### config.mk
export PLATFORM = sky130hd
export DESIGN_NAME = nor_flash_command_planner
export DESIGN_NICKNAME = d
export VERILOG_FILES = /design/src/nfcp_pkg.sv /design/src/nfcp_check.sv /design/src/nfcp_select.sv /design/src/nfcp_finish.sv /design/src/nor_flash_command_planner.sv
export SDC_FILE = /design/constraint.sdc
export NUM_CORES = 1
export LEC_CHECK = 0
export BUFFER_PORTS_ARGS = -buffer_cell sky130_fd_sc_hd__buf_2
export CAP_MARGIN = 20
export CORE_MARGIN = 3
export CORE_UTILIZATION = 50
export CTS_CLUSTER_DIAMETER = 50
export DETAILED_ROUTE_END_ITERATION = 12
export PLACE_DENSITY = 0.72
export SYNTH_ARGS = -nofsm -noshare
export SYNTH_HDL_FRONTEND = slang
export SYNTH_SLANG_ARGS = --single-unit
### constraint.sdc
create_clock -name clk -period 6.2 [get_ports clk]
set_clock_uncertainty 0.05 [all_clocks]
set_input_delay 1.86 -clock clk [delete_from_list [all_inputs] [get_ports clk]]
set_output_delay 1.86 -clock clk [all_outputs]
set_load 0.03 [all_outputs]
### src/nfcp_pkg.sv
// Shared constants, codes and stage types for the NOR flash command planner.
package nfcp_pkg;

    // Address handling
    localparam int ADDR_BITS = 32;
    localparam logic [31:0] ADDR_MASK = 32'((64'd1 << ADDR_BITS) - 64'd1);

    // Erase granularity checked on the first step of an erase
    localparam int SECTOR_LOG2 = 12;
    localparam logic [31:0] SECTOR_MASK = 32'((64'd1 << SECTOR_LOG2) - 64'd1);

    // Erase type slots held in registers
    localparam int TYPE_SLOTS = 4;
    localparam int NUM_ERASE_TYPES = 4;

    // Register indexes
    localparam logic [2:0] REG_FLASH_BYTES = 3'd0;
    localparam logic [2:0] REG_PAGE_LOG2   = 3'd1;
    localparam logic [2:0] REG_ERASE_A     = 3'd2;

    // Register reset values
    localparam logic [31:0] FLASH_BYTES_RST = 32'd16777216;
    localparam logic [3:0]  PAGE_LOG2_RST   = 4'd8;
    localparam logic [12:0] ERASE_A_RST     = 13'd3104;
    localparam logic [12:0] ERASE_B_RST     = 13'd3928;

    // Request kinds
    localparam logic [1:0] CMD_READ    = 2'd0;
    localparam logic [1:0] CMD_PROGRAM = 2'd1;
    localparam logic [1:0] CMD_ERASE   = 2'd2;
    localparam logic [1:0] CMD_BAD     = 2'd3;

    // Result status
    localparam logic [2:0] ST_CHUNK     = 3'd0;
    localparam logic [2:0] ST_NOTHING   = 3'd1;
    localparam logic [2:0] ST_RANGE     = 3'd2;
    localparam logic [2:0] ST_MISALIGN  = 3'd3;
    localparam logic [2:0] ST_NO_TYPE   = 3'd4;

    // Operation kinds
    localparam logic [2:0] OP_NONE       = 3'd0;
    localparam logic [2:0] OP_READ       = 3'd1;
    localparam logic [2:0] OP_PROGRAM    = 3'd2;
    localparam logic [2:0] OP_CHIP_ERASE = 3'd3;
    localparam logic [2:0] OP_BLK_ERASE  = 3'd4;

    function automatic logic [12:0] erase_rst(input int slot);
        logic [12:0] v;
        v = 13'd0;
        if (slot == 0) v = ERASE_A_RST;
        if (slot == 1) v = ERASE_B_RST;
        return v;
    endfunction

    // Output of the check stage
    typedef struct packed {
        logic                  valid;
        logic [1:0]            cmd;
        logic                  first;
        logic [31:0]           addr;
        logic [31:0]           rem;
        logic                  addr_ge;
        logic [31:0]           room;
        logic                  rem_zero;
        logic                  sector_ok;
        logic                  chip_match;
        logic [15:0]           page_len;
        logic [TYPE_SLOTS-1:0] type_fit;
    } check_t;

    // Output of the select stage
    typedef struct packed {
        logic        valid;
        logic [2:0]  status;
        logic [2:0]  op_kind;
        logic [7:0]  opcode;
        logic [31:0] addr;
        logic [31:0] len;
        logic [31:0] rem;
        logic        last;
    } select_t;

endpackage

### src/nfcp_check.sv
// Stage 1: range arithmetic, page offset and per-type alignment flags.
module nfcp_check #(
    parameter int NUM_TYPES = nfcp_pkg::NUM_ERASE_TYPES
) (
    input  logic                clk,
    input  logic                rst_n,
    input  logic                start,
    input  logic [1:0]          cmd,
    input  logic [31:0]         addr,
    input  logic [31:0]         remaining_in,
    input  logic                first,
    input  logic [31:0]         flash_bytes,
    input  logic [3:0]          page_log2,
    input  logic [12:0]         type_cfg [NUM_TYPES],
    output nfcp_pkg::check_t    stage
);

    logic              valid_reg;
    nfcp_pkg::check_t  data_reg;
    nfcp_pkg::check_t  data_next;

    logic [31:0] addr_m;
    logic [32:0] diff;
    logic [15:0] page;
    logic [15:0] page_off;
    logic [4:0]  e;
    logic [31:0] m;

    always_comb
    begin
        addr_m = addr & nfcp_pkg::ADDR_MASK;
        diff   = {1'b0, flash_bytes} - {1'b0, addr_m};
        page   = 16'd1 << page_log2;
        page_off = addr_m[15:0] & (page - 16'd1);

        data_next            = '0;
        data_next.valid      = start;
        data_next.cmd        = cmd;
        data_next.first      = first;
        data_next.addr       = addr_m;
        data_next.rem        = remaining_in;
        // borrow or zero room: address at or past the end
        data_next.addr_ge    = diff[32] || (diff[31:0] == 32'd0);
        data_next.room       = diff[31:0];
        data_next.rem_zero   = (remaining_in == 32'd0);
        data_next.sector_ok  = ((addr_m & nfcp_pkg::SECTOR_MASK) == 32'd0) &&
                               ((remaining_in & nfcp_pkg::SECTOR_MASK) == 32'd0);
        data_next.chip_match = (addr_m == 32'd0) && (remaining_in == flash_bytes);
        data_next.page_len   = page - page_off;
        for (int i = 0; i < NUM_TYPES; i++)
        begin
            e = type_cfg[i][12:8];
            m = ~(32'hFFFF_FFFF << e);
            data_next.type_fit[i] = (e != 5'd0) && ((addr_m & m) == 32'd0) &&
                                    ((remaining_in & m) == 32'd0);
        end
    end

    always_ff @(posedge clk or negedge rst_n)
    begin
        if (!rst_n)
            valid_reg <= 1'b0;
        else
            valid_reg <= start;
    end

    always_ff @(posedge clk)
    begin
        data_reg <= data_next;
    end

    always_comb
    begin
        stage       = data_reg;
        stage.valid = valid_reg;
    end

endmodule

### src/nfcp_select.sv
// Stage 2: range decision, case selection and erase type choice.
module nfcp_select #(
    parameter int NUM_TYPES = nfcp_pkg::NUM_ERASE_TYPES
) (
    input  logic               clk,
    input  logic               rst_n,
    input  nfcp_pkg::check_t   chk,
    input  logic [12:0]        type_cfg [NUM_TYPES],
    output nfcp_pkg::select_t  stage
);

    logic               valid_reg;
    nfcp_pkg::select_t  data_reg;
    nfcp_pkg::select_t  data_next;

    logic        range_fail;
    logic        page_fits;
    logic        found;
    logic [4:0]  best_exp;
    logic [7:0]  best_opc;
    logic [31:0] blk_len;

    always_comb
    begin
        // largest aligned type; ties go to the lower slot
        found    = 1'b0;
        best_exp = 5'd0;
        best_opc = 8'd0;
        for (int i = 0; i < NUM_TYPES; i++)
        begin
            if (chk.type_fit[i] && (!found || (type_cfg[i][12:8] > best_exp)))
            begin
                found    = 1'b1;
                best_exp = type_cfg[i][12:8];
                best_opc = type_cfg[i][7:0];
            end
        end
        blk_len = 32'd1 << best_exp;

        range_fail = (chk.cmd == nfcp_pkg::CMD_BAD) ||
                     (chk.first && (chk.addr_ge || (chk.room < chk.rem)));
        page_fits  = ({16'd0, chk.page_len} >= chk.rem);

        data_next         = '0;
        data_next.valid   = chk.valid;
        data_next.addr    = chk.addr;
        data_next.rem     = chk.rem;
        data_next.status  = nfcp_pkg::ST_CHUNK;
        data_next.op_kind = nfcp_pkg::OP_NONE;
        data_next.last    = 1'b1;

        if (range_fail)
            data_next.status = nfcp_pkg::ST_RANGE;
        else if (chk.rem_zero)
            data_next.status = nfcp_pkg::ST_NOTHING;
        else
        begin
            case (chk.cmd)
                nfcp_pkg::CMD_READ:
                begin
                    data_next.op_kind = nfcp_pkg::OP_READ;
                    data_next.len     = chk.rem;
                end
                nfcp_pkg::CMD_PROGRAM:
                begin
                    data_next.op_kind = nfcp_pkg::OP_PROGRAM;
                    data_next.len     = page_fits ? chk.rem : {16'd0, chk.page_len};
                    data_next.last    = page_fits;
                end
                default:
                begin
                    if (chk.first && !chk.sector_ok)
                        data_next.status = nfcp_pkg::ST_MISALIGN;
                    else if (chk.chip_match)
                    begin
                        data_next.op_kind = nfcp_pkg::OP_CHIP_ERASE;
                        data_next.len     = chk.rem;
                    end
                    else if (found)
                    begin
                        data_next.op_kind = nfcp_pkg::OP_BLK_ERASE;
                        data_next.opcode  = best_opc;
                        data_next.len     = blk_len;
                        data_next.last    = (chk.rem == blk_len);
                    end
                    else
                        data_next.status = nfcp_pkg::ST_NO_TYPE;
                end
            endcase
        end
    end

    always_ff @(posedge clk or negedge rst_n)
    begin
        if (!rst_n)
            valid_reg <= 1'b0;
        else
            valid_reg <= chk.valid;
    end

    always_ff @(posedge clk)
    begin
        data_reg <= data_next;
    end

    always_comb
    begin
        stage       = data_reg;
        stage.valid = valid_reg;
    end

endmodule

### src/nfcp_finish.sv
// Stage 3: next address and remaining count, registered result ports.
module nfcp_finish (
    input  logic               clk,
    input  logic               rst_n,
    input  nfcp_pkg::select_t  sel,
    output logic               done,
    output logic [2:0]         status,
    output logic [2:0]         op_kind,
    output logic [7:0]         erase_opcode,
    output logic [31:0]        chunk_addr,
    output logic [31:0]        chunk_len,
    output logic [31:0]        next_addr,
    output logic [31:0]        remaining_out,
    output logic               last
);

    logic        done_reg;
    logic [2:0]  status_reg;
    logic [2:0]  op_kind_reg;
    logic [7:0]  opcode_reg;
    logic [31:0] chunk_addr_reg;
    logic [31:0] chunk_len_reg;
    logic [31:0] next_addr_reg;
    logic [31:0] next_addr_next;
    logic [31:0] rem_reg;
    logic [31:0] rem_next;
    logic        last_reg;

    // failures carry len 0, so these give addr and rem back unchanged
    assign next_addr_next = (sel.addr + sel.len) & nfcp_pkg::ADDR_MASK;
    assign rem_next       = sel.rem - sel.len;

    always_ff @(posedge clk or negedge rst_n)
    begin
        if (!rst_n)
            done_reg <= 1'b0;
        else
            done_reg <= sel.valid;
    end

    always_ff @(posedge clk)
    begin
        status_reg     <= sel.status;
        op_kind_reg    <= sel.op_kind;
        opcode_reg     <= sel.opcode;
        chunk_addr_reg <= sel.addr;
        chunk_len_reg  <= sel.len;
        next_addr_reg  <= next_addr_next;
        rem_reg        <= rem_next;
        last_reg       <= sel.last;
    end

    assign done          = done_reg;
    assign status        = status_reg;
    assign op_kind       = op_kind_reg;
    assign erase_opcode  = opcode_reg;
    assign chunk_addr    = chunk_addr_reg;
    assign chunk_len     = chunk_len_reg;
    assign next_addr     = next_addr_reg;
    assign remaining_out = rem_reg;
    assign last          = last_reg;

endmodule

### src/nor_flash_command_planner.sv
// Top level of the NOR flash command planner: config registers and three-stage pipeline.
//
// Plans one SPI NOR command chunk per step: a pulse on start (busy is always low, so
// every start is taken) transfers cmd/addr/remaining_in/first in; once the step has
// passed the check, select and finish register stages, done is high for one cycle
// with the chunk (status, op_kind, erase_opcode, chunk_addr, chunk_len, next_addr,
// remaining_out, last). A new step can be started on every clock; throughput is one
// step per cycle. The receiver cannot stall done, so results must be captured in the
// cycle they appear. Feed next_addr and remaining_out back as addr and remaining_in
// with first low until last is set. Configuration registers may only be written
// while no step is in flight.
module nor_flash_command_planner #(
    parameter int NUM_ERASE_TYPES = nfcp_pkg::NUM_ERASE_TYPES
) (
    input  logic        clk,
    input  logic        rst_n,

    // step transfer
    input  logic        start,
    output logic        busy,
    input  logic [1:0]  cmd,
    input  logic [31:0] addr,
    input  logic [31:0] remaining_in,
    input  logic        first,

    // configuration write port
    input  logic        cfg_wr_en,
    input  logic [2:0]  cfg_index,
    input  logic [31:0] cfg_wdata,

    // result transfer
    output logic        done,
    output logic [2:0]  status,
    output logic [2:0]  op_kind,
    output logic [7:0]  erase_opcode,
    output logic [31:0] chunk_addr,
    output logic [31:0] chunk_len,
    output logic [31:0] next_addr,
    output logic [31:0] remaining_out,
    output logic        last
);

    // only the first four types exist in registers; more are treated as absent
    localparam int NUM_SLOTS = (NUM_ERASE_TYPES < nfcp_pkg::TYPE_SLOTS) ?
                               NUM_ERASE_TYPES : nfcp_pkg::TYPE_SLOTS;

    logic [31:0] flash_bytes_reg;
    logic [3:0]  page_log2_reg;
    logic [12:0] erase_type_reg [NUM_SLOTS];

    nfcp_pkg::check_t  chk;
    nfcp_pkg::select_t sel;

    // pipeline never holds off a step
    assign busy = 1'b0;

    // Config registers. Each erase type packs a 5-bit size exponent over an opcode.
    always_ff @(posedge clk or negedge rst_n)
    begin
        if (!rst_n)
        begin
            flash_bytes_reg <= nfcp_pkg::FLASH_BYTES_RST;
            page_log2_reg   <= nfcp_pkg::PAGE_LOG2_RST;
            for (int i = 0; i < NUM_SLOTS; i++)
                erase_type_reg[i] <= nfcp_pkg::erase_rst(i);
        end
        else if (cfg_wr_en)
        begin
            unique case (cfg_index)
                nfcp_pkg::REG_FLASH_BYTES: flash_bytes_reg <= cfg_wdata;
                nfcp_pkg::REG_PAGE_LOG2:   page_log2_reg   <= cfg_wdata[3:0];
                default: ;
            endcase
            for (int i = 0; i < NUM_SLOTS; i++)
            begin
                if (cfg_index == 3'(nfcp_pkg::REG_ERASE_A + 3'(i)))
                    erase_type_reg[i] <= cfg_wdata[12:0];
            end
        end
    end

    // Stage 1: flash room, page remainder, alignment per erase type
    nfcp_check #(
        .NUM_TYPES (NUM_SLOTS)
    ) u_check (
        .clk          (clk),
        .rst_n        (rst_n),
        .start        (start),
        .cmd          (cmd),
        .addr         (addr),
        .remaining_in (remaining_in),
        .first        (first),
        .flash_bytes  (flash_bytes_reg),
        .page_log2    (page_log2_reg),
        .type_cfg     (erase_type_reg),
        .stage        (chk)
    );

    // Stage 2: status, operation and chunk length
    nfcp_select #(
        .NUM_TYPES (NUM_SLOTS)
    ) u_select (
        .clk         (clk),
        .rst_n       (rst_n),
        .chk         (chk),
        .type_cfg    (erase_type_reg),
        .stage       (sel)
    );

    // Stage 3: next address / remaining count into the result registers
    nfcp_finish u_finish (
        .clk           (clk),
        .rst_n         (rst_n),
        .sel           (sel),
        .done          (done),
        .status        (status),
        .op_kind       (op_kind),
        .erase_opcode  (erase_opcode),
        .chunk_addr    (chunk_addr),
        .chunk_len     (chunk_len),
        .next_addr     (next_addr),
        .remaining_out (remaining_out),
        .last          (last)
    );

endmodule
==> flow_summary_export.csv, run 1 <==
group,metric,value,unit
timing,setup_viol,0,
timing,slew_violations,0,
drt,routed_wl,84200,um
timing,period_minus_slack,6.04,ns
final_layout,syn_to_final_growth,19.5,%
synthesis,postSynthCellCount,2459,
final_layout,final_net_count,3033,
setup_path,cp.arrival,6.54,ns
global_routing,grt_usage,0.338,
cts,cts_tree,"yes",
setup_path,cp_max_fo,5,
cts,cts_inserted_buffers,51,
worst_hold_path,hold_path_class,"flop to flop",
drt,drc_errors,0,
cts,clk_pin_slew,0.06,ns
flow_run,cap_violations,0,
synthesis,synth_cell_type_count,93,
drt,vias,21000,
global_routing,first_global_vias,20500,
global_routing,grt_max_degree,51,
floorplan,die-area,48600,sq um
timing,finalHoldViolCount,0,
floorplan,rows,77,
final_layout,largest_reg_flops,123,
floorplan,start_util,0.514,
global_routing,grt_pass1_wl,125000,um
drt,met2_length,38400,um
timing,tightest_slew,1.03,ns
synthesis,avgSynthCellArea,9.36,sq um
power_and_ir_drop,finalPower,10.1,mW
cts,cts_hold_buf,0,
cts,cts-htree-levels,2,
drt,wl_met3,6720,um
placement,portBuffers,249,
power_and_ir_drop,power_density,367,nW/um^2
timing,max_slew_margin,0.293,
global_routing,gr-total-overflow,0,
synthesis,syn-num-nets,2726,
drt,ant_nets,0,
synthesis,async_flop_share,0.194,
cts,cts-root-buf,"clkbuf_16",
synthesis,synth-edff-count,0,
global_routing,antenna_found_initial,0,
final_layout,drive_above_1_share,0.228,
floorplan,ioPinCount,251,
run_status,status,"complete, no violations",
synthesis,yosysWarningCount,0,
setup_path,worstSetupPathType,"flop to flop",
drt,top_layer,"met4",
setup_path,slowest_stage,"dfstp_2",
synthesis,ys_ff_latch,468,
floorplan,core,44800,sq um
setup_path,required,6.70,ns
placement,dpl.hpwl,64900,um
synthesis,synthesis.area,23000,sq um
cts,clk_latency,0.61,ns
floorplan,die_h,221,um
drt,drt_iter0_drc,1997,
drt,wl_per_cell,24.8,um
setup_path,cp_cell_sequence,"nand2_2 -> ha_4 -> a211oi_4 -> o22ai_4 -> or3_1 -> and3_1 -> ha_1 -> nand3_2 -> o21bai_4 -> a31o_2 -> a41o_1 -> ha_4 -> nand4_1 -> or2_1 -> a31o_4 -> buf_4 -> o21ai_4 -> o21a_2 -> buf_4 -> nand3_1 -> a22o_1 -> or4_1 -> or4_4 -> o21ai_1",
timing,holdWs,0.249,ns
final_layout,n_fill_cell,3837,
cts,cts_buffer_depth,3,
setup_path,cp-end-kind,"flop",
setup_path,max_stage_delay,0.54,ns
final_layout,antenna_cells,0,
timing,max_freq,166,MHz
setup_path,path_buf_inv,2,
power_and_ir_drop,p_leak,12.0,nW
timing,finalCritPeriodShare,0.974,
drt,vias_per_cell,6.19,
drt,firstDrtPassIters,7,
power_and_ir_drop,worst_ir_drop_vdd,0.264,mV
setup_path,critPathTopFamily,"compound AO/OA/AOI/OAI gates",
synthesis,synthFlopType,"dfxtp_1",
setup_path,start_kind,"flop",
synthesis,yosysSeqAreaShare,0.428,
placement,place_congestion,1.01,
floorplan,die_x,221,um
cts,cts_sinks,468,
drt,wl_met1,33900,um
power breakdown:
group	internal (mW)	switching, mW	leakage [nW]
combinational	1.15	1.83	6.86
clock	1.90	1.30	0.906
sequential	3.51	0.408	4.23
total	6.56	3.53	12.0
cells in the mapped netlist, drive strengths merged, types with 65 or more instances:
cell type | n | area [sq um]
mux2 | 96 | 1080
nand3 | 65 | 325
o21ai | 131 | 656
xnor2 | 67 | 587
inv | 155 | 582
dfxtp | 377 | 7550
nor2 | 173 | 649
nand2 | 161 | 607
dfrtp | 79 | 1980
ha | 158 | 1980
clkbuf | 87 | 327
a21oi | 169 | 846
metrics by stage:
| step | setup WS (ns) | cells | area (sq um) | setup TNS, ns | utilization |
|---|---|---|---|---|---|
| after floorplan | 0.00977 | 2459 | 23000 | 0 | - |
| after global placement | -0.124 | 3298 | 25400 | -0.124 | 0.567 |
| after detailed placement | -0.221 | 3299 | 25400 | -0.221 | 0.567 |
| after CTS | 0.0151 | 3396 | 27300 | 0 | 0.609 |
| after global routing | -0.0355 | 3400 | 27500 | -0.0355 | 0.614 |
| final | 0.161 | 3400 | 27500 | 0 | 0.614 |
placed cells by master, fill, tap and decap left out, types with 22 or more instances in the layout:
cell type,synthesis,routed
a21o_1,48,48
o21ai_0,120,120
or2_2,26,26
xor2_1,54,54
nor4_1,39,39
nor2b_1,29,29
dfxtp_1,377,376
nor3_1,51,50
clkbuf_16,0,55
nand2_1,160,158
nor2_1,173,171
dfrtp_1,79,79
a31oi_1,31,28
ha_1,158,154
nand3_1,65,64
a21oi_1,169,169
inv_1,154,154
nand2b_1,30,30
o22ai_1,23,22
nand4_1,30,30
buf_2,7,248
buf_4,2,106
xnor2_1,67,67
mux2_2,96,96
layer usage:
| layer | global-route usage | vias up |
|---|---|---|
| met1 | 0.429 | 10000 |
| met2 | 0.553 | 1124 |
| met4 | 0.183 | 0 |
| met3 | 0.0570 | 286 |
| met5 | 0 | - |
| li1 | - | 9610 |
worst paths after layout:
kind	from	end	slack [ns]	cells after the start
max	erase_type_reg[49]$_DFFE_PN1P_	u_select.stage[0]$_SDFF_PP1_	0.16	24
min	u_check.stage[115]$_DFF_P_	u_select.stage[92]$_DFF_P_	0.25	0
max reg2reg	erase_type_reg[49]$_DFFE_PN1P_	u_select.stage[0]$_SDFF_PP1_	0.16	24
min reg2reg	u_check.stage[115]$_DFF_P_	u_select.stage[92]$_DFF_P_	0.25	0
max in group asynchronous	rst_n	flash_bytes_reg[3]$_DFFE_PN0P_	3.82	2
min in group asynchronous	rst_n	erase_type_reg[38]$_DFFE_PN0P_	1.22	1
timing repair:
action,in CTS,in global routing
endpoints found under the setup margin,1,1
pin swaps,3,10
cloned,0,0
setup buffers,2,2
resized for setup,8,29
area by class of cell:
| type | count | area [sq um] | share of cell area |
|---|---|---|---|
| Multi-Input combinational cell | 1733 | 12400 | 0.452 |
| Sequential cell | 468 | 9840 | 0.358 |
| Timing Repair Buffer | 357 | 2070 | 0.0754 |
| Clock buffer | 68 | 1510 | 0.0548 |
| Tap cell | 592 | 741 | 0.0269 |
| Inverter | 155 | 582 | 0.0212 |
| Clock inverter | 27 | 332 | 0.0121 |
logic make-up after synthesis:
| group | synth area share |
|---|---|
| compound gates | 0.205 |
| xor+xnor | 0.0461 |
| fa+ha+maj | 0.0898 |
| buf+inv | 0.0431 |
| flops | 0.428 |
| mux | 0.0479 |
| other cells | 0.000163 |
| simple gates | 0.140 |
Power figures use the tool's default switching activity.
==> run 2: changes to the inputs <==
Settings changed: CORE_ASPECT_RATIO from default to 1.4, CORE_UTILIZATION 50 to 40, PLACE_DENSITY 0.72 to default, TNS_END_PERCENT from default to 5.
==> run 2 against run 1 <==
Against the previous run:
- clock power fell by 7.5%
- setup slack got worse by 0.016 ns
- register-to-register slack worse by 0.02 ns
- core utilization shrank 12 points
- critical path depth stayed put
- worst hold slack better by 0.018 ns
- die area is 24% higher
- count of clock-buffer cells in the layout shrank 5
- wire length rose by 9.4%
- non-clock buffer count increased by 41
- cell count increased by 5.3%
- maximum frequency shrank 0.26%
- critical path type unchanged
- critical endpoint unchanged
==> flow_summary_export.csv, run 2 (same netlist as run 1, synthesis figures left out) <==
group,metric,value,unit
global_routing,first_global_vias,20900,
timing,finalHoldViolCount,0,
cts,cts-root-buf,"clkbuf_16",
drt,vias,21000,
power_and_ir_drop,swShare,0.362,
setup_path,cp_cell_sequence,"nand2_2 -> ha_4 -> a211oi_4 -> o22ai_4 -> or3_4 -> and3_4 -> ha_4 -> nand3_4 -> o31ai_4 -> a31oi_2 -> buf_4 -> o31ai_4 -> ha_1 -> nor2b_1 -> o211ai_1 -> a21o_1 -> nand2_4 -> buf_4 -> o21a_2 -> o21ai_0 -> o221ai_1 -> or4_1 -> or4_1 -> o21ai_1",
setup_path,start_kind,"flop",
power_and_ir_drop,clkPwrFrac,0.295,
final_layout,largest_reg_flops,123,
drt,ant_nets,0,
power_and_ir_drop,p_switching,3.63,mW
final_layout,drive_above_1_share,0.242,
cts,cts_sinks,468,
floorplan,rows,103,
timing,max_freq,165,MHz
power_and_ir_drop,pwr-share-comb,0.319,
floorplan,core,56700,sq um
global_routing,grt_pass1_wl,134000,um
cts,cts_inserted_buffers,48,
drt,drt_iter0_drc,1754,
floorplan,die_x,209,um
placement,pre_cts_ws,-0.340,ns
global_routing,antenna_found_initial,2,
setup_path,path_buf_inv,2,
cts,clk_latency,0.59,ns
final_layout,multi_input_area,12500,sq um
drt,vias_per_cell,5.87,
power_and_ir_drop,worst_ir_drop_vdd,0.208,mV
power_and_ir_drop,power_density,359,nW/um^2
setup_path,required,6.65,ns
drt,firstDrtPassIters,6,
power_and_ir_drop,p_leak,12.1,nW
cts,cts_tree,"yes",
cts,clk_pin_slew,0.06,ns
setup_path,cp.arrival,6.51,ns
final_layout,final_cell_mix,"dfxtp_1, buf_2, nor2_1",
timing,finalCritPeriodShare,0.977,
drt,routed_wl,92100,um
floorplan,ioPinCount,251,
setup_path,cp-end-kind,"flop",
setup_path,critPathTopFamily,"compound AO/OA/AOI/OAI gates",
floorplan,die_h,290,um
drt,drc_errors,0,
final_layout,layout_commonest_cell,"dfxtp_1",
global_routing,grt_usage,0.292,
setup_path,cp_max_fo,6,
setup_path,max_stage_delay,0.54,ns
worst_hold_path,hold_path_class,"flop to flop",
timing,fin_ws,0.145,ns
final_layout,syn_to_final_growth,21.4,%
final_layout,final_net_count,3071,
power_and_ir_drop,p_seq_frac,0.386,
final_layout,instances_no_fill,3581,
timing,max_slew_margin,0.251,
drt,wl_per_cell,25.7,um
cts,cts_hold_buf,0,
run_status,status,"complete, no violations",
placement,portBuffers,249,
flow_run,cap_violations,0,
placement,place_congestion,1.01,
setup_path,slowest_stage,"dfstp_2",
timing,slew_violations,0,
power_and_ir_drop,p_int,6.39,mW
final_layout,ff_latch_area,9840,sq um
power_and_ir_drop,finalPower,10.0,mW
timing,period_minus_slack,6.05,ns
timing,tightest_slew,1.12,ns
timing,setup_viol,0,
floorplan,die-area,60500,sq um
timing,rsz0062_at_grt,"yes",
final_layout,n_fill_cell,5390,
setup_path,worstSetupPathType,"flop to flop",
placement,dpl.hpwl,73600,um
cts,cts-htree-levels,2,
floorplan,start_util,0.406,
global_routing,gr-total-overflow,0,
global_routing,grt_max_degree,58,
placement,placedCellCount,3479,
cts,cts_buffer_depth,3,
## run 2: metrics by stage
step / cell area [sq um] / util / TNS [ns] / hold slack, ns
finish: 27900 / 0.492 / 0 / 0.267
global route: 27900 / 0.492 / -0.116 / 0.281
CTS: 27600 / 0.487 / 0 / 0.270
detailed placement: 25900 / 0.456 / -0.340 / 0.262
global placement: 25900 / 0.456 / -0.140 / 0.261
floorplan: 23000 / - / 0 / 0.260
## run 2: per-layer routing
metal / up-vias / track usage / wire (um)
met5: - / 0 / 13
met4: 2 / 0.190 / 7140
met3: 302 / 0.0409 / 5760
met2: 974 / 0.507 / 44300
met1: 10100 / 0.337 / 34900
li1: 9674 / - / -
## run 2: power groups by stage
stage	clock (mW)	sequential [mW]	combinational (mW)
floorplan	0	4.00	1.82
global placement	0	3.92	3.04
detailed placement	0	3.93	3.09
CTS	3.02	3.87	3.11
global route	3.14	3.91	3.45
finish	2.96	3.87	3.19
## run 2: cell type report
class | count | area share
Timing Repair Buffer | 398 | 0.0857
Multi-Input combinational cell | 1733 | 0.449
Antenna cell | 3 | 0.000269
Clock buffer | 63 | 0.0483
Clock inverter | 26 | 0.0105
Inverter | 155 | 0.0208
Sequential cell | 468 | 0.352
Tap cell | 735 | 0.0329
## run 2: repair_timing
action,in CTS,in global routing
gates resized for setup,18,49
pin swaps,4,22
gates cloned,0,1
setup buffers,3,3
setup endpoints to repair,1,1
## run 2: worst reg2reg max path, delay by kind of cell (launching register included)
family	cells	cell delay (ns)
adders and majority gates	3	0.79
AOI/OAI and AO/OA	11	2.26
buffers and inverters	2	0.36
DFF	1	0.54
and+or+nand+nor	8	1.97
## run 2: path summary, 6_finish.rpt
check	startpoint	to	slack, ns	cells past startpoint
setup / recovery	erase_type_reg[49]$_DFFE_PN1P_	u_select.stage[0]$_SDFF_PP1_	0.15	24
hold / removal	u_select.stage[98]$_SDFF_PP0_	u_finish.erase_opcode[1]$_DFF_P_	0.27	0
setup reg to reg	erase_type_reg[49]$_DFFE_PN1P_	u_select.stage[0]$_SDFF_PP1_	0.15	24
hold reg to reg	u_select.stage[98]$_SDFF_PP0_	u_finish.erase_opcode[1]$_DFF_P_	0.27	0
max in group asynchronous	rst_n	page_log2_reg[3]$_DFFE_PN1P_	3.81	2
min in group asynchronous	rst_n	flash_bytes_reg[17]$_DFFE_PN0P_	1.29	1
